<file path="config.mk">
export PLATFORM = sky130hd
export DESIGN_NAME = sync_header_packet_deframer
export DESIGN_NICKNAME = d
export VERILOG_FILES = /design/src/shpd_pkg.sv /design/src/shpd_front.sv /design/src/shpd_queue.sv /design/src/shpd_back.sv /design/src/sync_header_packet_deframer.sv
export VERILOG_INCLUDE_DIRS = /design/src /design/src/src
export SDC_FILE = /design/constraint.sdc
export NUM_CORES = 1
export LEC_CHECK = 0
export BUFFER_PORTS_ARGS = -buffer_cell sky130_fd_sc_hd__buf_2
export CAP_MARGIN = 15
export CORE_AREA = 2 2 332 269
export CTS_BUF_LIST = sky130_fd_sc_hd__clkbuf_4
export DETAILED_ROUTE_END_ITERATION = 16
export DIE_AREA = 0 0 334 271
export REMOVE_ABC_BUFFERS = 1
export SYNTH_ARGS = -nofsm -noshare
export SYNTH_HDL_FRONTEND = slang
export SYNTH_SLANG_ARGS = --single-unit
</file>
<file path="constraint.sdc">
create_clock -name clk -period 5.1 [get_ports clk]
set_clock_uncertainty 0.1 [all_clocks]
set_input_delay 1.275 -clock clk [delete_from_list [all_inputs] [get_ports clk]]
set_output_delay 1.275 -clock clk [all_outputs]
set_load 0.1 [all_outputs]
</file>
<file path="src/sync_header_packet_deframer_defines.svh">
// Assertion macros for the packet deframer.
// Both expect clk and arst_n in the scope where they are used.
`ifndef SYNC_HEADER_PACKET_DEFRAMER_DEFINES_SVH
`define SYNC_HEADER_PACKET_DEFRAMER_DEFINES_SVH

// cond must never hold outside reset
`define SHPD_ASSERT_NEVER(lbl, cond, msg) \
	lbl: assert property (@(posedge clk) disable iff (!arst_n) !(cond)) else $error(msg);

// ante implies cons in the same cycle
`define SHPD_ASSERT_IMPLY(lbl, ante, cons, msg) \
	lbl: assert property (@(posedge clk) disable iff (!arst_n) (ante) |-> (cons)) \
		else $error(msg);

`endif

</file>
<file path="src/shpd_pkg.sv">
`timescale 1ns / 1ps
// ---------------------------------------------------------------------------
// shpd_pkg
// Shared constants, types and address helper of the packet deframer.
// ---------------------------------------------------------------------------
package shpd_pkg;

	localparam int FULL_LENGTH  = 41;
	localparam int SHORT_LENGTH = 16;

	localparam logic [7:0] SYNC_BYTE = 8'hAA;
	localparam logic [7:0] HDR_BYTE2 = 8'h11;
	localparam logic [7:0] HDR_BYTE3 = 8'h01;
	localparam logic [7:0] HDR_BYTE4 = 8'hAC;

	localparam int CNT_W     = 6;
	localparam int BANKS     = 2;
	localparam int MEM_DEPTH = BANKS * FULL_LENGTH;
	localparam int ADDR_W    = $clog2(MEM_DEPTH);
	localparam int N_W       = $clog2(FULL_LENGTH + 1);

	localparam int QUEUE_DEPTH = 2;
	localparam int QPTR_W      = $clog2(QUEUE_DEPTH);
	localparam int QCNT_W      = $clog2(QUEUE_DEPTH + 1);

	typedef struct packed {
		logic              en;
		logic [ADDR_W-1:0] addr;
		logic [7:0]        data;
	} mem_wr_t;

	typedef struct packed {
		logic           err;
		logic           bank;
		logic [N_W-1:0] n;
	} job_t;

	function automatic logic [ADDR_W-1:0] bank_addr(input logic bank,
		input logic [CNT_W-1:0] idx);
		logic [ADDR_W-1:0] base;
		base = bank ? ADDR_W'(FULL_LENGTH) : '0;
		return base + ADDR_W'(idx);
	endfunction

endpackage

</file>
<file path="src/shpd_front.sv">
`timescale 1ns / 1ps
// ---------------------------------------------------------------------------
// shpd_front
// Header hunt, checksum and packet store writes; posts one job per packet.
// ---------------------------------------------------------------------------
module shpd_front (
	input  logic              clk,
	input  logic              arst_n,
	input  logic              cfg_we,
	input  logic              cfg_wdata,
	input  logic              in_valid,
	input  logic [7:0]        in_byte,
	output logic              in_ready,
	input  logic              q_full,
	output logic              q_push,
	output shpd_pkg::job_t    q_job,
	output shpd_pkg::mem_wr_t mem_wr
);

	typedef enum logic [2:0] {
		HUNT,
		LEN,
		HB2,
		HB3,
		HB4,
		BODY
	} hdr_state_t;

	hdr_state_t                 state_q, state_n;
	logic [shpd_pkg::CNT_W-1:0] cnt_q, cnt_n;
	logic [7:0]                 sum_q, sum_n;
	logic                       bank_q, bank_n;
	logic                       short_mode_q;

	logic [7:0] pkt_len;
	logic [7:0] idx1;
	logic [7:0] sum_b;
	logic [7:0] expect_b;
	logic       accept;

	assign in_ready = !q_full;
	assign accept   = in_valid && in_ready;
	assign pkt_len  = short_mode_q ? 8'(shpd_pkg::SHORT_LENGTH) : 8'(shpd_pkg::FULL_LENGTH);
	assign idx1     = 8'(cnt_q) + 8'd1;
	assign sum_b    = sum_q + in_byte;

	always_comb begin
		state_n  = state_q;
		cnt_n    = cnt_q;
		sum_n    = sum_q;
		bank_n   = bank_q;
		q_push   = 1'b0;
		q_job    = '0;
		mem_wr   = '0;
		expect_b = pkt_len;
		unique case (state_q)
			HB2:     expect_b = shpd_pkg::HDR_BYTE2;
			HB3:     expect_b = shpd_pkg::HDR_BYTE3;
			HB4:     expect_b = shpd_pkg::HDR_BYTE4;
			default: expect_b = pkt_len;
		endcase
		if (accept) begin
			unique case (state_q)
				LEN, HB2, HB3, HB4: begin
					if (in_byte == expect_b) begin
						mem_wr.en   = 8'(cnt_q) < 8'(shpd_pkg::FULL_LENGTH);
						mem_wr.addr = shpd_pkg::bank_addr(bank_q, cnt_q);
						mem_wr.data = in_byte;
						cnt_n       = cnt_q + 1'b1;
						sum_n       = sum_b;
						state_n     = hdr_state_t'(state_q + 3'd1);
					end else begin
						state_n = HUNT;
						cnt_n   = '0;
						sum_n   = '0;
					end
				end
				BODY: begin
					mem_wr.en   = 8'(cnt_q) < 8'(shpd_pkg::FULL_LENGTH);
					mem_wr.addr = shpd_pkg::bank_addr(bank_q, cnt_q);
					mem_wr.data = in_byte;
					if (idx1 >= pkt_len) begin
						// final byte: post the packet or an error
						q_push     = 1'b1;
						q_job.err  = (sum_b != 8'd0);
						q_job.bank = bank_q;
						q_job.n    = (idx1 > 8'(shpd_pkg::FULL_LENGTH)) ?
							shpd_pkg::N_W'(shpd_pkg::FULL_LENGTH) : shpd_pkg::N_W'(idx1);
						if (sum_b == 8'd0)
							bank_n = !bank_q;
						state_n = HUNT;
						cnt_n   = '0;
						sum_n   = '0;
					end else begin
						cnt_n = cnt_q + 1'b1;
						sum_n = sum_b;
					end
				end
				default: begin
					state_n = HUNT;
					cnt_n   = '0;
					sum_n   = '0;
					if (in_byte == shpd_pkg::SYNC_BYTE) begin
						mem_wr.en   = 1'b1;
						mem_wr.addr = shpd_pkg::bank_addr(bank_q, '0);
						mem_wr.data = in_byte;
						cnt_n       = shpd_pkg::CNT_W'(1);
						sum_n       = in_byte;
						state_n     = LEN;
					end
				end
			endcase
		end
	end

	always_ff @(posedge clk or negedge arst_n) begin
		if (!arst_n) begin
			state_q      <= HUNT;
			cnt_q        <= '0;
			sum_q        <= '0;
			bank_q       <= 1'b0;
			short_mode_q <= 1'b0;
		end else begin
			state_q <= state_n;
			cnt_q   <= cnt_n;
			sum_q   <= sum_n;
			bank_q  <= bank_n;
			if (cfg_we)
				short_mode_q <= cfg_wdata;
		end
	end

endmodule

</file>
<file path="src/shpd_queue.sv">
`timescale 1ns / 1ps
// ---------------------------------------------------------------------------
// shpd_queue
// Two-entry job queue between the header front and the output back.
// ---------------------------------------------------------------------------
module shpd_queue (
	input  logic           clk,
	input  logic           arst_n,
	input  logic           push,
	input  shpd_pkg::job_t push_job,
	input  logic           pop,
	output shpd_pkg::job_t head,
	output logic           full,
	output logic           empty
);

	shpd_pkg::job_t              entry_q [shpd_pkg::QUEUE_DEPTH];
	logic [shpd_pkg::QPTR_W-1:0] wr_ptr_q, rd_ptr_q;
	logic [shpd_pkg::QCNT_W-1:0] cnt_q;

	assign full  = (cnt_q == shpd_pkg::QCNT_W'(shpd_pkg::QUEUE_DEPTH));
	assign empty = (cnt_q == '0);
	assign head  = entry_q[rd_ptr_q];

	always_ff @(posedge clk) begin
		if (push)
			entry_q[wr_ptr_q] <= push_job;
	end

	always_ff @(posedge clk or negedge arst_n) begin
		if (!arst_n) begin
			wr_ptr_q <= '0;
			rd_ptr_q <= '0;
			cnt_q    <= '0;
		end else begin
			if (push)
				wr_ptr_q <= wr_ptr_q + 1'b1;
			if (pop)
				rd_ptr_q <= rd_ptr_q + 1'b1;
			if (push && !pop)
				cnt_q <= cnt_q + 1'b1;
			else if (pop && !push)
				cnt_q <= cnt_q - 1'b1;
		end
	end

endmodule

</file>
<file path="src/shpd_back.sv">
`timescale 1ns / 1ps
// ---------------------------------------------------------------------------
// shpd_back
// Packet store and output sequencer: drains one job at a time.
// ---------------------------------------------------------------------------
module shpd_back (
	input  logic              clk,
	input  logic              arst_n,
	input  shpd_pkg::mem_wr_t mem_wr,
	input  logic              q_empty,
	input  shpd_pkg::job_t    q_head,
	output logic              q_pop,
	output logic              out_valid,
	input  logic              out_ready,
	output logic              out_status,
	output logic [7:0]        out_data,
	output logic [5:0]        out_index,
	output logic              out_last
);

	typedef enum logic [1:0] {
		B_IDLE,
		B_READ,
		B_LOAD
	} back_state_t;

	logic [7:0] mem [shpd_pkg::MEM_DEPTH];
	logic [7:0] rd_data_q;
	logic       rd_en;

	back_state_t                state_q;
	logic [shpd_pkg::CNT_W-1:0] k_q;
	logic [shpd_pkg::N_W-1:0]   n_q;
	logic                       bank_q;
	logic                       out_valid_q;
	logic                       out_free;
	logic                       k_last;
	logic                       start;
	logic                       load_out;

	assign out_free  = !out_valid_q || out_ready;
	assign out_valid = out_valid_q;
	assign rd_en     = (state_q == B_READ);
	assign k_last    = (shpd_pkg::N_W'(k_q) == n_q - 1'b1);
	assign start     = (state_q == B_IDLE) && !q_empty && out_free;
	assign load_out  = (start && q_head.err) || ((state_q == B_LOAD) && out_free);
	// keep a good job queued until its last byte leaves the store, so the
	// front never refills the bank that is being read
	assign q_pop     = (start && q_head.err) || ((state_q == B_LOAD) && out_free && k_last);

	always_ff @(posedge clk) begin
		if (mem_wr.en)
			mem[mem_wr.addr] <= mem_wr.data;
		if (rd_en)
			rd_data_q <= mem[shpd_pkg::bank_addr(bank_q, k_q)];
	end

	always_ff @(posedge clk or negedge arst_n) begin
		if (!arst_n) begin
			state_q     <= B_IDLE;
			out_valid_q <= 1'b0;
			k_q         <= '0;
			n_q         <= '0;
			bank_q      <= 1'b0;
			out_status  <= 1'b0;
			out_data    <= '0;
			out_index   <= '0;
			out_last    <= 1'b0;
		end else begin
			out_valid_q <= load_out || (out_valid_q && !out_ready);
			unique case (state_q)
				B_IDLE: begin
					if (start) begin
						if (q_head.err) begin
							out_status <= 1'b1;
							out_data   <= '0;
							out_index  <= '0;
							out_last   <= 1'b1;
						end else begin
							k_q     <= '0;
							n_q     <= q_head.n;
							bank_q  <= q_head.bank;
							state_q <= B_READ;
						end
					end
				end
				B_READ: state_q <= B_LOAD;
				B_LOAD: begin
					// hold the read data until the output slot frees up
					if (out_free) begin
						out_status <= 1'b0;
						out_data   <= rd_data_q;
						out_index  <= k_q;
						out_last   <= k_last;
						if (k_last) begin
							state_q <= B_IDLE;
						end else begin
							k_q     <= k_q + 1'b1;
							state_q <= B_READ;
						end
					end
				end
				default: state_q <= B_IDLE;
			endcase
		end
	end

endmodule

</file>
<file path="src/sync_header_packet_deframer.sv">
`timescale 1ns / 1ps
// Input: one byte per cycle while the job queue has room; it fills only when two
//   packet jobs (good or error) are pending or draining.
// Output: each packet byte takes a store read, then an output register load; a good
//   packet's first byte passes the job queue, B_READ, B_LOAD and the output register
//   after its final byte is accepted, an error result the queue and the output register.
// Reset: asynchronous; clears hunt state, queue, sequencer and short_mode, not the store.
// ---------------------------------------------------------------------------
// sync_header_packet_deframer
// Sync-header packet deframer with two's complement checksum check.
// ---------------------------------------------------------------------------
`include "sync_header_packet_deframer_defines.svh"

module sync_header_packet_deframer (
	input  logic        clk,
	input  logic        arst_n,
	input  logic        cfg_we,
	input  logic        cfg_wdata,      // short_mode
	input  logic        s_axis_tvalid,
	output logic        s_axis_tready,
	input  logic [7:0]  s_axis_tdata,   // [7:0] rx_byte
	output logic        m_axis_tvalid,
	input  logic        m_axis_tready,
	output logic [15:0] m_axis_tdata,   // [7:0] data_byte, [13:8] byte_index, [15:14] zero
	output logic        m_axis_tuser,   // [0] status
	output logic        m_axis_tlast
);

	shpd_pkg::mem_wr_t mem_wr;
	shpd_pkg::job_t    push_job;
	shpd_pkg::job_t    q_head;
	logic              q_push, q_pop, q_full, q_empty;
	logic [7:0]        out_data;
	logic [5:0]        out_index;

	shpd_front u_front (
		.clk       (clk),
		.arst_n    (arst_n),
		.cfg_we    (cfg_we),
		.cfg_wdata (cfg_wdata),
		.in_valid  (s_axis_tvalid),
		.in_byte   (s_axis_tdata),
		.in_ready  (s_axis_tready),
		.q_full    (q_full),
		.q_push    (q_push),
		.q_job     (push_job),
		.mem_wr    (mem_wr)
	);

	shpd_queue u_queue (
		.clk      (clk),
		.arst_n   (arst_n),
		.push     (q_push),
		.push_job (push_job),
		.pop      (q_pop),
		.head     (q_head),
		.full     (q_full),
		.empty    (q_empty)
	);

	shpd_back u_back (
		.clk        (clk),
		.arst_n     (arst_n),
		.mem_wr     (mem_wr),
		.q_empty    (q_empty),
		.q_head     (q_head),
		.q_pop      (q_pop),
		.out_valid  (m_axis_tvalid),
		.out_ready  (m_axis_tready),
		.out_status (m_axis_tuser),
		.out_data   (out_data),
		.out_index  (out_index),
		.out_last   (m_axis_tlast)
	);

	assign m_axis_tdata = {2'b00, out_index, out_data};

	`SHPD_ASSERT_NEVER(a_queue_overflow, q_push && q_full, "job pushed into full queue")
	`SHPD_ASSERT_NEVER(a_queue_underflow, q_pop && q_empty, "job popped from empty queue")
	`SHPD_ASSERT_IMPLY(a_error_result, m_axis_tvalid && m_axis_tuser, m_axis_tlast && (m_axis_tdata == 16'd0), "error result not a lone zero item")

endmodule

</file>
## Word level (Yosys, flattened, before mapping)

Memory sizes are Yosys's and may differ from the RTL's. A register that Yosys moved wholly into a read port is not among the register bits.
Cells that the tools add are included.
W data, S select, Z words.

- Register bits after elaboration: 55
- Bits in writable memories: 672
- Input bits: 14
- Output and inout bits: 20
- Word-level logic and storage cells: 142
- Memories: 2

- Add/sub/neg operators: 12
- $lt $le $gt $ge: 3
- Eq/ne operators: 17
- Muxes and demuxes: 57
- Bitwise gates (word level): 1
- Reduce and logical (&&, ||, !) cells: 33

Memories:

| name | depth | width | rd ports | clocked after Yosys merged registers in | wr ports | line | RTL |
|---|---|---|---|---|---|---|---|
| u_back.mem | 82 | 8 | 1 | 1 | 1 | shpd_back.sv:27 | `logic [7:0] mem [shpd_pkg::MEM_DEPTH];` |
| u_queue.entry_q | 2 | 8 | 1 | 0 | 1 | shpd_queue.sv:17 | `shpd_pkg::job_t entry_q [shpd_pkg::QUEUE_DEPTH];` |

Operators by type and width:

| operator | number |
|---|---|
| $mux W6 | 13 |
| $mux W8 | 9 |
| $mux W16 | 3 |
| $pmux W6 S2 | 3 |
| $pmux W16 S2 | 1 |
| $pmux W8 S2 | 2 |
| $pmux W8 S3 | 1 |
| $add A7 B6 Y7 | 2 |
| $mux W1 | 14 |
| $add A6 B1 Y6 const B | 2 |
| $mux W2 | 5 |
| $logic_and A1 B1 Y1 | 9 |
| $add A8 B8 Y8 | 1 |
| $eq A8 B8 Y1 | 1 |
| $eq A8 B8 Y1 const B | 1 |
| $ge A8 B8 Y1 | 1 |
| $gt A8 B6 Y1 const B | 1 |
| $logic_not A8 Y1 | 1 |
| $ne A2 B1 Y1 const B | 4 |
| $reduce_and A4 Y1 | 2 |
| $reduce_bool A8 Y1 | 1 |
| $add A6 B1 Y7 const B | 1 |
| $logic_not A1 Y1 | 7 |
| $eq A3 B2 Y1 const B | 2 |
| 24 further kinds | 36 |

## Longest topological paths before layout

Gate-level depths: netlist of the first run.

- Depth in word-level cells: 9
- Depth in mapped cells: 15
- Mapped depth without buffers: 14

## Modules after synthesis

From an unflattened synthesis of the first run, not the netlist that was laid out.

- Cell total of the unflattened synthesis: 1,688
- Area, all modules: 30,367.9 µm²

Modules (own cells, without submodules):

| module | instances | cells an instance | area each (µm²) | seq. area each (µm²) |
|---|---|---|---|---|
| shpd_back | 1 | 1,380 | 27,435.1 | 20,739.9 |
| shpd_front | 1 | 264 | 2,143.3 | 475.5 |
| shpd_queue | 1 | 41 | 770.7 | 580.6 |
| sync_header_packet_deframer | 1 | 3 | 18.8 | 0.0 |

## Worst setup path after synthesis of the first run

OpenSTA, ideal clock, no wires.

- Path type: register to register
- From: reg u_queue.cnt_q[0] in the netlist's numbering
- To: mem u_back.mem[0][1] (data pin)
- Setup time: 0.644 ns
- Arrival time: 4.218 ns
- Required time: 4.356 ns
- Setup slack: 0.138 ns
- Stages on the path, launching flop included: 6
- Path buffers: 2
- Clock period less this slack: 4.962 ns
- Cell sequence: dfrtp_1 > nand2b_1 > nand2_1 > buf_1 > clkbuf_1 > a21oi_1

RTL lines:

| element | line | RTL |
|---|---|---|
| start: declaration | shpd_queue.sv:19 | `logic [shpd_pkg::QCNT_W-1:0] cnt_q;` |
| start signal: assignment | shpd_queue.sv:41 | `cnt_q <= cnt_q + 1'b1;` |
| start signal: assignment | shpd_queue.sv:43 | `cnt_q <= cnt_q - 1'b1;` |
| end: declaration | shpd_back.sv:27 |  |

## Worst setup path after layout of the first run

- From: reg u_front.state_q[0]
- To: mem u_back.mem[14][5], enable pin

- Word-level cells in the longest chain between the ends: 8
- Elaborated cells on any way between the ends: 13
- Those cells by class: eq/ne (6); mux (6); reduce/logical (1)

RTL lines:

| element | line | RTL |
|---|---|---|
| start: declaration | shpd_front.sv:29 | `hdr_state_t state_q, state_n;` |
| start signal: assignment | shpd_front.sv:124 | `state_q <= state_n;` |
| $eq A3 B3 Y1 / $eq A3 B2 Y1 (equally long branches) | shpd_front.sv:56, shpd_front.sv:63 |  |
| $pmux W8 S3 | shpd_front.sv:56 | `unique case (state_q)` |
| $eq A8 B8 Y1 | shpd_front.sv:65 | `if (in_byte == expect_b) begin` |
| $mux W16 | shpd_front.sv:65 |  |
| $pmux W16 S2 (*) | shpd_front.sv:63 | `unique case (state_q)` |
| $mux W16 (*) | shpd_front.sv:62 | `if (accept) begin` |
| $mux W1 | shpd_back.sv:52 | `if (mem_wr.en)` |
| $mux W1 (not written as such) | shpd_back.sv:53 | `mem[mem_wr.addr] <= mem_wr.data;` |

Mark *: on every way between the ends. The rest lies on a longest branch, timed or not.

==> qor.yml, run 1 <==
status: "finished clean"
cap_violations: 0
cts_resized: 0
clock_path_buffers: 3
nNetsFinal: 1923
power.leakage_uw: 0.0110
min_path_type: "in2async"
ys.flop_type: "edfxtp_1"
cts_htree_levels: 4
dieArea_um2: 90500
core_um2: 86900
ant_nets: 0
async_reset_ff_share_pct: 7.48
dieHeight_um: 271
antenna_found_initial: 2
drc: 0
drv_slew: 0
yosysWarnings: 0
dr.pass1.iters: 8
start_util_pct: 34.9
hold_viol_final: 0
insertion_delay_ns: 0.96
synth_top_family_by_area: "multiplexers"
ctsHoldBuffers: 0
path_clk_slew_ns: 0.08
io_buffer_count: 31
endpoint_kind: "flip-flop"
fin_crit_ns: 4.19
maxSlewHeadroom_pct: 25.5
wl_per_cell_um: 23.0
routed_wl_um: 72400
synth-edff-count: 680
fill_cells: 7881
crit_type: "reg2reg"
finalWeightedCongestion: 0.854
postSynthAreaPerCell_um2: 18.4
synth_adder_area_share_pct: 1.26
ys_types: 70
drive_above_1_share_pct: 31.6
cp.required_ns: 5.58
cts_root_buffer: "clkbuf_4"
yosysSeqAreaShare_pct: 71.9
cp-start-kind: "flip-flop"
fp.dieW_um: 334
synth_simple_gate_area_share_pct: 6.53
dp_hpwl_um: 45100
ios: 34
cts_tree: "built"
critPathMaxFanout: 12
setup_viol: 0
grt_pass1_wl_um: 109000
grtUsageTotal_pct: 16.2
vias: 16500
max_freq_mhz: 239
synthXorXnorAreaFrac_pct: 1.01
cp.arrival_ns: 4.66
numCtsBuffers: 171
cts_setup_buffers: 0
powerDensity_nw_per_um2: 441
grt_pass1_vias: 16900
num_rows: 97
stdcell_count: 3145
muxShareOfSynthArea_pct: 14.4
drtIter0Drc: 1818
areaGrowthSynthToFinish_pct: 14.4
finalCritPeriodShare_pct: 82.1
irDropWorstVdd_mv: 0.284
netlist_instances: 1647
grt_overflow: 0
ys_ff_latch: 735
grt_start_max_net_pins: 83
grt_setup_unrepaired: "false"
cts.sinks: 735
via_per_inst: 5.25
worstMarginPinSlew_ns: 1.12
synth-compound-area-share_pct: 3.47
dp_cells: 2844
setup_tns_ns: 0
netlist_area_um2: 30300
[worst max-delay path, cell delays in order, from the launching register on]
cell	delay, ns
dfrtp_1	0.41
inv_1	0.10
ha_1	0.27
nand2b_1	0.19
a21oi_1	0.26
mux2i_1	0.44
o2111ai_2	0.30
a21oi_4	0.56
nand4_4	0.49
nor2_1	0.68
[state kept, by name, indices dropped and copies added, names as in the netlist]
name / cells
u_back.out_last: 1
u_back.mem: 656
u_back.rd_data_q: 8
u_front.bank_q: 1
u_back.state_q: 2
u_back.out_data: 8
u_back.out_status: 1
u_queue.rd_ptr_q: 1
u_back.n_q: 6
u_queue.wr_ptr_q: 1
u_front.sum_q: 8
u_front.short_mode_q: 1
u_back.out_valid: 1
u_queue.cnt_q: 2
u_queue.entry_q: 16
u_back.k_q: 6
u_back.bank_q: 1
u_front.cnt_q: 6
u_back.out_index: 6
u_front.state_q: 3
[metal layers]
layer / part of all wire [%] / GRT usage, % / vias up
met5: 0 / 0 / -
met3: 10 / 5.81 / 108
li1: - / - / 7178
met1: 44 / 22.8 / 8504
met2: 44 / 23.0 / 706
met4: 1.9 / 5.77 / 0
[through the flow]
stage                     total power [uW]  worst slack, ns  hold slack, ns  area (um2)  utilization, %
after floorplan                       9720            -3.43           0.326       29900               -
after global placement               10800            0.454           0.355       32500            37.4
after detailed placement             10800            0.313           0.369       32500            37.4
after CTS                            15500            0.916          0.0525       34700            39.9
after global routing                 16000            0.531           0.143       34700            39.9
final                                15300            0.913           0.212       34700            39.9
[cells in the mapped netlist (6+ instances only)]
master | count | share of area, %
nor2_1 | 119 | 1.5
o31ai_1 | 6 | 0.15
nor3_1 | 9 | 0.15
nand4_4 | 6 | 0.42
buf_2 | 25 | 0.41
nand2b_1 | 11 | 0.23
buf_1 | 10 | 0.12
a21oi_1 | 31 | 0.51
nand2_1 | 129 | 1.6
xnor2_1 | 22 | 0.64
xor2_1 | 13 | 0.38
and2_1 | 10 | 0.21
a211oi_1 | 6 | 0.15
nand3_1 | 47 | 0.78
mux4_2 | 183 | 14
a21o_1 | 10 | 0.25
nand4_1 | 8 | 0.17
ha_1 | 29 | 1.2
or3_1 | 6 | 0.12
mux2i_1 | 24 | 0.79
dfrtp_1 | 55 | 4.5
o21ai_0 | 48 | 0.79
inv_1 | 16 | 0.20
edfxtp_1 | 680 | 67
clkbuf_1 | 38 | 0.47
nor2b_1 | 6 | 0.12
[kinds of logic after synthesis]
logic type	after synthesis
AOI/OAI and AO/OA	156
xor gates and xnor gates	35
adders and majority gates	30
buffers and inverters	95
DFF	735
muxes	207
other	1
and+or+nand+nor	388
[cells in the final DEF (no fill, tap or decap), types with 6 or more instances in the layout]
cell,synthesis,routed
edfxtp_1,680,680
clkbuf_4,0,245
mux4_2,183,183
nand2_1,129,129
nor2_1,119,119
buf_4,3,96
dfrtp_1,55,55
o21ai_0,48,48
nand3_1,47,47
clkinv_1,0,36
buf_2,25,31
a21oi_1,31,30
ha_1,29,27
mux2i_1,24,24
xnor2_1,22,21
inv_1,16,16
xor2_1,13,11
nand2b_1,11,11
buf_12,0,10
nor3_1,9,9
nand4_1,8,8
and2_1,10,7
a21o_1,10,7
nor2b_1,6,6
or3_1,6,6
a211oi_1,6,6
o31ai_1,6,6
nand4_4,6,6
clkinv_2,0,6
[area by class of cell]
class                           instances  area (um2)  area share [%]
Clock buffer                          245        1840            5.31
Clock inverter                         53         275           0.794
Tap cell                             1138        1420            4.11
Timing Repair Buffer                  137        1080            3.10
Antenna cell                            3        7.51          0.0217
Multi-Input combinational cell        818        8180            23.6
Inverter                               16        60.1           0.173
Sequential cell                       735       21800            62.9
[report_power, final]
group / total, uW / internal (uW) / switching [uW]
combinational: 3880 / 1570 / 2310
clock: 4600 / 2310 / 2290
sequential: 6800 / 6640 / 158
[worst paths after layout]
check,start,endpoint,slack [ns],cells after the start
min,arst_n,u_front.cnt_q[2],0.21,1
max in group asynchronous,arst_n,u_back.out_index[5],3.83,2
max reg2reg,u_front.state_q[0],u_back.mem[14][5],0.91,9
max,u_front.state_q[0],u_back.mem[14][5],0.91,9
min in group clk,u_back.rd_data_q[2],u_back.out_data[2],0.36,2
min reg2reg,u_back.rd_data_q[2],u_back.out_data[2],0.36,2
Power figures use the tool's default switching activity.
==> run 2, diff against run 1 <==
==> constraint.sdc (replaced) <==
create_clock -name clk -period 3.8 [get_ports clk]
set_clock_uncertainty 0.1 [all_clocks]
set_input_delay 0.95 -clock clk [delete_from_list [all_inputs] [get_ports clk]]
set_output_delay 0.95 -clock clk [all_outputs]
set_load 0.1 [all_outputs]
==> run 2 against run 1 <==
Against the previous run: via count is 1.6% higher; combinational power up 43%; first-iteration DRC count fell by 6.2%; setup slack got worse by 0.71 ns; clock-buffer cell count is 3 lower; clock power is 37% higher; core utilization is 1.3 points higher; critical endpoint is now u_back.mem[41][7]; largest power group unchanged; highest routed layer unchanged.
==> qor.yml, run 2 (synthesis results as in run 1) <==
status: "finished clean"  # unchanged
internal_power_uw: 14500  # was 10,500 uW
switching_share_pct: 30.7  # was 31.1%
cts_root_buffer: "clkbuf_4"  # unchanged
hold_start: "m_axis_tready"
slowest_delay_ns: 0.55  # was 0.68 ns
drv_slew: 0  # unchanged
hold_viol_final: 0  # unchanged
setup_tns_ns: 0  # unchanged
io_buffer_count: 31  # unchanged
drtIter0Drc: 1705  # was 1,818
grt_start_max_net_pins: 83  # unchanged
powerDensity_nw_per_um2: 584  # was 441 nW/um2
clkPwrFrac_pct: 30.1  # about the same
fill_cells: 7814  # was 7,881
stdcell_area_um2: 35800  # was 34,700 um2
path_clk_slew_ns: 0.07  # was 0.08 ns
cp.arrival_ns: 4.11  # was 4.66 ns
cts_tree: "built"  # unchanged
numCtsBuffers: 170  # was 171
drive_above_1_share_pct: 35.5  # was 31.6%
cts_htree_levels: 4  # unchanged
top_register: "u_back.mem"  # unchanged
grt_overflow: 0  # unchanged
endpoint_kind: "flip-flop"  # unchanged
pwr-share-seq_pct: 43.5  # was 44.5%
cts.sinks: 735  # unchanged
worstMarginPinSlew_ns: 0.775  # was 1.12 ns
regArea_um2: 21800  # unchanged
areaGrowthSynthToFinish_pct: 18.2  # was 14.4%
slowest_stage: "nor2_1"  # unchanged
min_path_type: "in2reg"  # was in2async
regToRegStartpoint: "u_front.state_q[0]"  # unchanged
start_util_pct: 34.9  # unchanged
vias: 16800  # was 16,500
power.leakage_uw: 0.0116  # was 0.0110 uW
combinationalPowerShare_pct: 26.4  # was 25.4%
crit_start: "u_front.state_q[0]"  # unchanged
grt_setup_unrepaired: "true"  # was false
p_switching_uw: 6420  # was 4760 uW
cp-start-kind: "flip-flop"  # unchanged
core_um2: 86900  # unchanged
crit_type: "reg2reg"  # unchanged
clock_path_buffers: 3  # unchanged
grt_pass1_vias: 17300  # was 16,900
critPathMaxFanout: 8  # was 12
fp.dieW_um: 334  # unchanged
ios: 34  # unchanged
maxSlewHeadroom_pct: 48.1  # was 25.5%
grt_pass1_wl_um: 110000  # was 109,000 um
multi_input_area_um2: 8210  # was 8180 um2
finalCritPeriodShare_pct: 94.6  # was 82.1%
routed_wl_um: 72700  # was 72,400 um
insertion_delay_ns: 1.03  # was 0.96 ns
cap_violations: 0  # unchanged
via_per_inst: 5.15  # was 5.25
worst_hold_slack_ns: 0.334  # was 0.212 ns
reg.largest.list: "u_back.mem: 656 flops, u_queue.entry_q: 16 flops"  # unchanged
critical_path.cell_chain: "buf_4 -> inv_1 -> ha_1 -> nor3b_1 -> or2_2 -> a2111oi_4 -> and3_2 -> a21o_1 -> nand4b_2 -> nor2_1"  # was inv_1 -> ha_1 -> nand2b_1 -> a21oi_1 -> mux2i_1 -> o2111ai_2 -> a21oi_4 -> nand4_4 -> nor2_1
placed_area_um2: 33600  # was 32,500 um2
cp.required_ns: 4.32  # was 5.58 ns
final_common_cell: "edfxtp_1"  # unchanged
num_rows: 97  # unchanged
drc: 0  # unchanged
finalWeightedCongestion: 0.841  # was 0.854
wl_per_cell_um: 22.3  # was 23.0 um
setup_viol: 0  # unchanged
ant_nets: 0  # unchanged
nNetsFinal: 2024  # was 1,923
dp_hpwl_um: 45800  # was 45,100 um
dieHeight_um: 271  # unchanged
final_cell_mix: "680 x edfxtp_1, 242 x clkbuf_4, 183 x mux4_2, 173 x buf_4, 129 x nand2_1"  # was 680 x edfxtp_1, 245 x clkbuf_4, 183 x mux4_2, 129 x nand2_1, 119 x nor2_1
irDropWorstVdd_mv: 0.398  # was 0.284 mV
max_freq_mhz: 278  # was 239 MHz
dr.pass1.iters: 5  # was 8
cts_setup_buffers: 0  # unchanged
dieArea_um2: 90500  # unchanged
antenna_found_initial: 2  # unchanged
grtUsageTotal_pct: 16.3  # was 16.2%
largest_reg_flops: 656  # unchanged
fin_crit_ns: 3.60  # was 4.19 ns
## run 2: repair_timing
| action | in CTS | in global routing |
|---|---|---|
| setup endpoints to repair | 7 | 105 |
| endpoints found under the hold margin | 30 | 0 |
| resized for setup | 2 | 11 |
| hold buffers | 3 | 0 |
## run 2: through the flow
| step | setup WS [ns] | power, uW | util, % | std cells |
|---|---|---|---|---|
| 6_report | 0.204 | 20900 | 41.2 | 3254 |
| 5_1_grt | -0.0241 | 21900 | 41.2 | 3254 |
| 4_1_cts | 0.0167 | 21200 | 41.2 | 3248 |
| 3_5_place_dp | -0.260 | 14800 | 38.6 | 2943 |
| 3_3_place_gp | -0.161 | 14800 | 38.6 | 2943 |
| 2_1_floorplan | -4.73 | 12700 | - | 1569 |
## run 2: area by class of cell
type | count | share of cell area (%)
well taps | 1138 | 3.98
repair buffers | 239 | 5.93
clock inverters | 60 | 1.02
diodes | 6 | 0.0419
multi-input cells | 818 | 22.9
inverters | 16 | 0.168
clock buffers | 242 | 5.07
flip-flops and latches | 735 | 60.9
## run 2: layer usage
metal | share of wire, % | GRT usage (%) | vias to the layer above
met4 | 1.7 | 4.72 | 0
met2 | 45 | 24.3 | 650
met5 | 0 | 0 | -
li1 | - | - | 7396
met3 | 8.6 | 5.22 | 96
met1 | 45 | 23.0 | 8625
## run 2: path summary, 6_finish.rpt
kind                       slack, ns           endpoint  depth (start not counted)
max                             0.20  u_back.mem[41][7]                         10
min                             0.33  u_back.state_q[1]                          3
max reg2reg                     0.20  u_back.mem[41][7]                         10
min reg2reg                     0.38  u_back.out_status                          1
max in group asynchronous       2.31      u_back.k_q[0]                          3
min in group asynchronous       0.43   u_front.cnt_q[1]                          2
## run 2: power groups by stage
| stage | Clock [uW] | Sequential [uW] | Combinational (uW) |
|---|---|---|---|
| global placement | 0 | 9260 | 5490 |
| finish | 6300 | 9090 | 5530 |
| detailed placement | 0 | 9260 | 5550 |
| CTS | 6500 | 9090 | 5570 |
| global route | 6910 | 9110 | 5880 |
| floorplan | 0 | 9690 | 3020 |
## run 2: worst max-delay path: cells and delay by family (launching register included)
kind	cells	cell delay, ns
adder cells (fa/ha/maj)	1	0.26
buffers and inverters	2	0.22
flip-flops	1	0.39
AND/OR/NAND/NOR	5	1.56
AO/OA/AOI/OAI	2	0.64
==> run 3, diff against run 2 <==
--- a/config.mk
+++ b/config.mk
@@ -8,10 +8,12 @@
 export LEC_CHECK = 0
 export BUFFER_PORTS_ARGS = -buffer_cell sky130_fd_sc_hd__buf_2
 export CAP_MARGIN = 15
-export CORE_AREA = 2 2 332 269
+export CORE_AREA = 4 4 263 214
 export CTS_BUF_LIST = sky130_fd_sc_hd__clkbuf_4
+export CTS_CLUSTER_DIAMETER = 200
 export DETAILED_ROUTE_END_ITERATION = 16
-export DIE_AREA = 0 0 334 271
+export DIE_AREA = 0 0 267 218
+export PLACE_DENSITY = 0.75
 export REMOVE_ABC_BUFFERS = 1
 export SYNTH_ARGS = -nofsm -noshare
 export SYNTH_HDL_FRONTEND = slang
==> run 3 against run 2 <==
Against the previous run: cell area is 2.4% lower; critical path depth up 2; flip-flop and latch count did not move; clock-buffer cell count grew 15; global-route usage rose by 8.7 points; register-to-register slack got worse by 0.02 ns; setup slack got worse by 0.021 ns; combinational power shrank 4.0%; first-iteration DRC count up 15%; fmax down 0.57%; clock power fell by 0.8%; core utilization is 24 points higher; largest cell class unchanged; largest power group unchanged; highest routed layer is now met5.
==> qor.yml, run 3 (synthesis results as in run 1) <==
status: "finished clean"  # unchanged
areaGrowthSynthToFinish_pct: 15.4  # was 18.2%
top_register: "u_back.mem"  # unchanged
ant_nets: 0  # unchanged
dieArea_um2: 58200  # was 90,500 um2
hold_viol_final: 0  # unchanged
cts_tree: "built"  # unchanged
grt_setup_unrepaired: "false"  # was true
power.leakage_uw: 0.0115  # was 0.0116 uW
irDropWorstVdd_mv: 0.519  # was 0.398 mV
slowest_delay_ns: 0.41  # was 0.55 ns
stdcell_count: 2795  # was 3,254
final_util_pct: 65.4  # was 41.2%
drtIter0Drc: 1957  # was 1,705
cts.sinks: 735  # unchanged
p_switching_uw: 6380  # was 6420 uW
max_freq_mhz: 277  # was 278 MHz
final_cell_mix: "680 x edfxtp_1, 257 x clkbuf_4, 183 x mux4_2, 158 x buf_4, 129 x nand2_1"  # was 680 x edfxtp_1, 242 x clkbuf_4, 183 x mux4_2, 173 x buf_4, 129 x nand2_1
setup_viol: 0  # unchanged
worstMarginPinSlew_ns: 1.08  # was 0.775 ns
reg.largest.list: "u_back.mem: 656 flops, u_queue.entry_q: 16 flops"  # unchanged
finalWeightedCongestion: 0.883  # was 0.841
start_util_pct: 56.7  # was 34.9%
grtUsageTotal_pct: 25.0  # was 16.3%
final_common_cell: "edfxtp_1"  # unchanged
numCtsBuffers: 169  # was 170
finalCritPeriodShare_pct: 95.2  # was 94.6%
ios: 34  # unchanged
grt_start_max_net_pins: 83  # unchanged
internal_power_uw: 14300  # was 14,500 uW
crit_top_cell: "buf_4"
cts_htree_levels: 4  # unchanged
via_per_inst: 6.07  # was 5.15
insertion_delay_ns: 1.02  # was 1.03 ns
maxSlewHeadroom_pct: 27.7  # was 48.1%
fin_ws_ns: 0.184  # was 0.204 ns
dr_wl_met2_um: 32000  # was 32,800 um
path_clk_slew_ns: 0.07  # about the same
drv_slew: 0  # unchanged
cp.arrival_ns: 4.18  # was 4.11 ns
cap_violations: 0  # unchanged
routed_wl_um: 69600  # was 72,700 um
dr.pass1.iters: 6  # was 5
top_layer_used: "met5"  # was met4
fp.dieW_um: 267  # was 334 um
combinationalPowerShare_pct: 25.7  # was 26.4%
grt_pass1_wl_um: 107000  # was 110,000 um
powerDensity_nw_per_um2: 591  # was 584 nW/um2
wl_met1_um: 28100  # was 32,400 um
clock_path_buffers: 3  # unchanged
vias: 17000  # was 16,800
crit_family: "simple AND/OR/NAND/NOR gates"  # unchanged
cp.depth: 12  # was 10
core_um2: 53400  # was 86,900 um2
drive_above_1_share_pct: 34.5  # was 35.5%
place_ws_ns: -0.00303  # was -0.260 ns
met3_length_um: 7980  # was 6250 um
wl_per_cell_um: 24.9  # was 22.3 um
fin_crit_ns: 3.62  # was 3.60 ns
critical_path.cell_chain: "ha_1 -> ha_1 -> nand2b_1 -> a211o_1 -> and3_1 -> o2111a_1 -> buf_4 -> o21ai_2 -> buf_4 -> nand4b_2 -> nor2_1 -> buf_4"  # was buf_4 -> inv_1 -> ha_1 -> nor3b_1 -> or2_2 -> a2111oi_4 -> and3_2 -> a21o_1 -> nand4b_2 -> nor2_1
slowest_stage: "dfrtp_1"  # was nor2_1
num_rows: 76  # was 97
cts_root_buffer: "clkbuf_4"  # unchanged
nNetsFinal: 2000  # was 2,024
dieHeight_um: 218  # was 271 um
io_buffer_count: 31  # unchanged
dp_hpwl_um: 44100  # was 45,800 um
min_path_type: "in2async"  # was in2reg
endpoint_kind: "flip-flop"  # unchanged
dp_cells: 2484  # was 2,943
grt_pass1_vias: 17400  # was 17,300
critPathMaxFanout: 8  # unchanged
clkPwrFrac_pct: 30.3  # was 30.1%
path_buf_inv: 3  # was 2
crit_type: "reg2reg"  # unchanged
cp-start-kind: "flip-flop"  # unchanged
switching_share_pct: 30.9  # was 30.7%
drc: 0  # unchanged
rr_worst_depth: 12  # was 10
largest_reg_flops: 656  # unchanged
antenna_found_initial: 7  # was 2
grt_overflow: 0  # unchanged
cp.required_ns: 4.37  # was 4.32 ns
pwr-share-seq_pct: 44.0  # was 43.5%
## run 3: changes by cell type in the layout (fill, tap and decap cells not counted), moves of 2 or more
cell,delta
clkbuf_4,+15
nor2_1,+11
bufinv_16,-2
buf_4,-15
clkinv_1,-7
buf_12,-8
clkinvlp_4,-5
clkinv_2,-6
nor2_2,-11
inv_2,+3
## run 3: layout make-up
class                      instances  area [um2]
clock inverter                    45         240
sequential                       735       21800
multi-input combinational        818        8200
inverter                          16        60.1
tap                              702         878
clock buffer                     257        1930
fill                            3560       18500
timing repair buffer             216        1850
antenna                            6        15.0
## run 3: worst reg2reg max path, cell delays in order, from the launching register on
cell and delay [ns]:
dfrtp_1 0.41, ha_1 0.29, ha_1 0.22, nand2b_1 0.16, a211o_1 0.32, and3_1 0.20
o2111a_1 0.28, buf_4 0.16, o21ai_2 0.19, buf_4 0.21, nand4b_2 0.33, nor2_1 0.26
buf_4 0.17
## run 3: what timing repair did
item	4_1_cts	5_1_grt
buffers inserted	0	0
endpoints found under the hold margin	14	0
hold buffers	3	0
setup endpoints to repair	0	14
gates resized for setup	0	3
## run 3: path summary, 6_finish.rpt
kind,slack [ns],endpoint,from
max reg2reg,0.18,u_back.mem[41][7],u_front.state_q[0]
min,0.31,u_queue.cnt_q[0],arst_n
max in group asynchronous,2.67,u_front.cnt_q[3],arst_n
max,0.18,u_back.mem[41][7],u_front.state_q[0]
min in group clk,0.35,u_back.state_q[1],m_axis_tready
min reg2reg,0.35,u_back.out_data[3],u_back.rd_data_q[3]
## run 3: per-layer routing
layer / GRT usage (%) / vias up
met1: 35.7 / 8627
li1: - / 7336
met5: 0 / -
met4: 7.94 / 10
met3: 8.89 / 129
met2: 36.8 / 873
## run 3: power groups by stage
stage,Sequential (uW),Clock (uW),Combinational [uW]
finish,9090,6250,5310
detailed placement,9260,0,5310
global route,9100,6890,5660
global placement,9250,0,5240
floorplan,9690,0,3020
CTS,9090,6420,5330
## run 3: per-stage QoR
step,instance area [um2],hold WS (ns),setup TNS [ns],total power [uW]
floorplan,29900,0.326,-366.19,12700
global placement,32700,0.345,-0.0523,14500
detailed placement,32700,0.340,-0.0199,14600
CTS,34900,0.183,0,20800
global route,35000,0.300,0,21700
finish,35000,0.314,0,20700
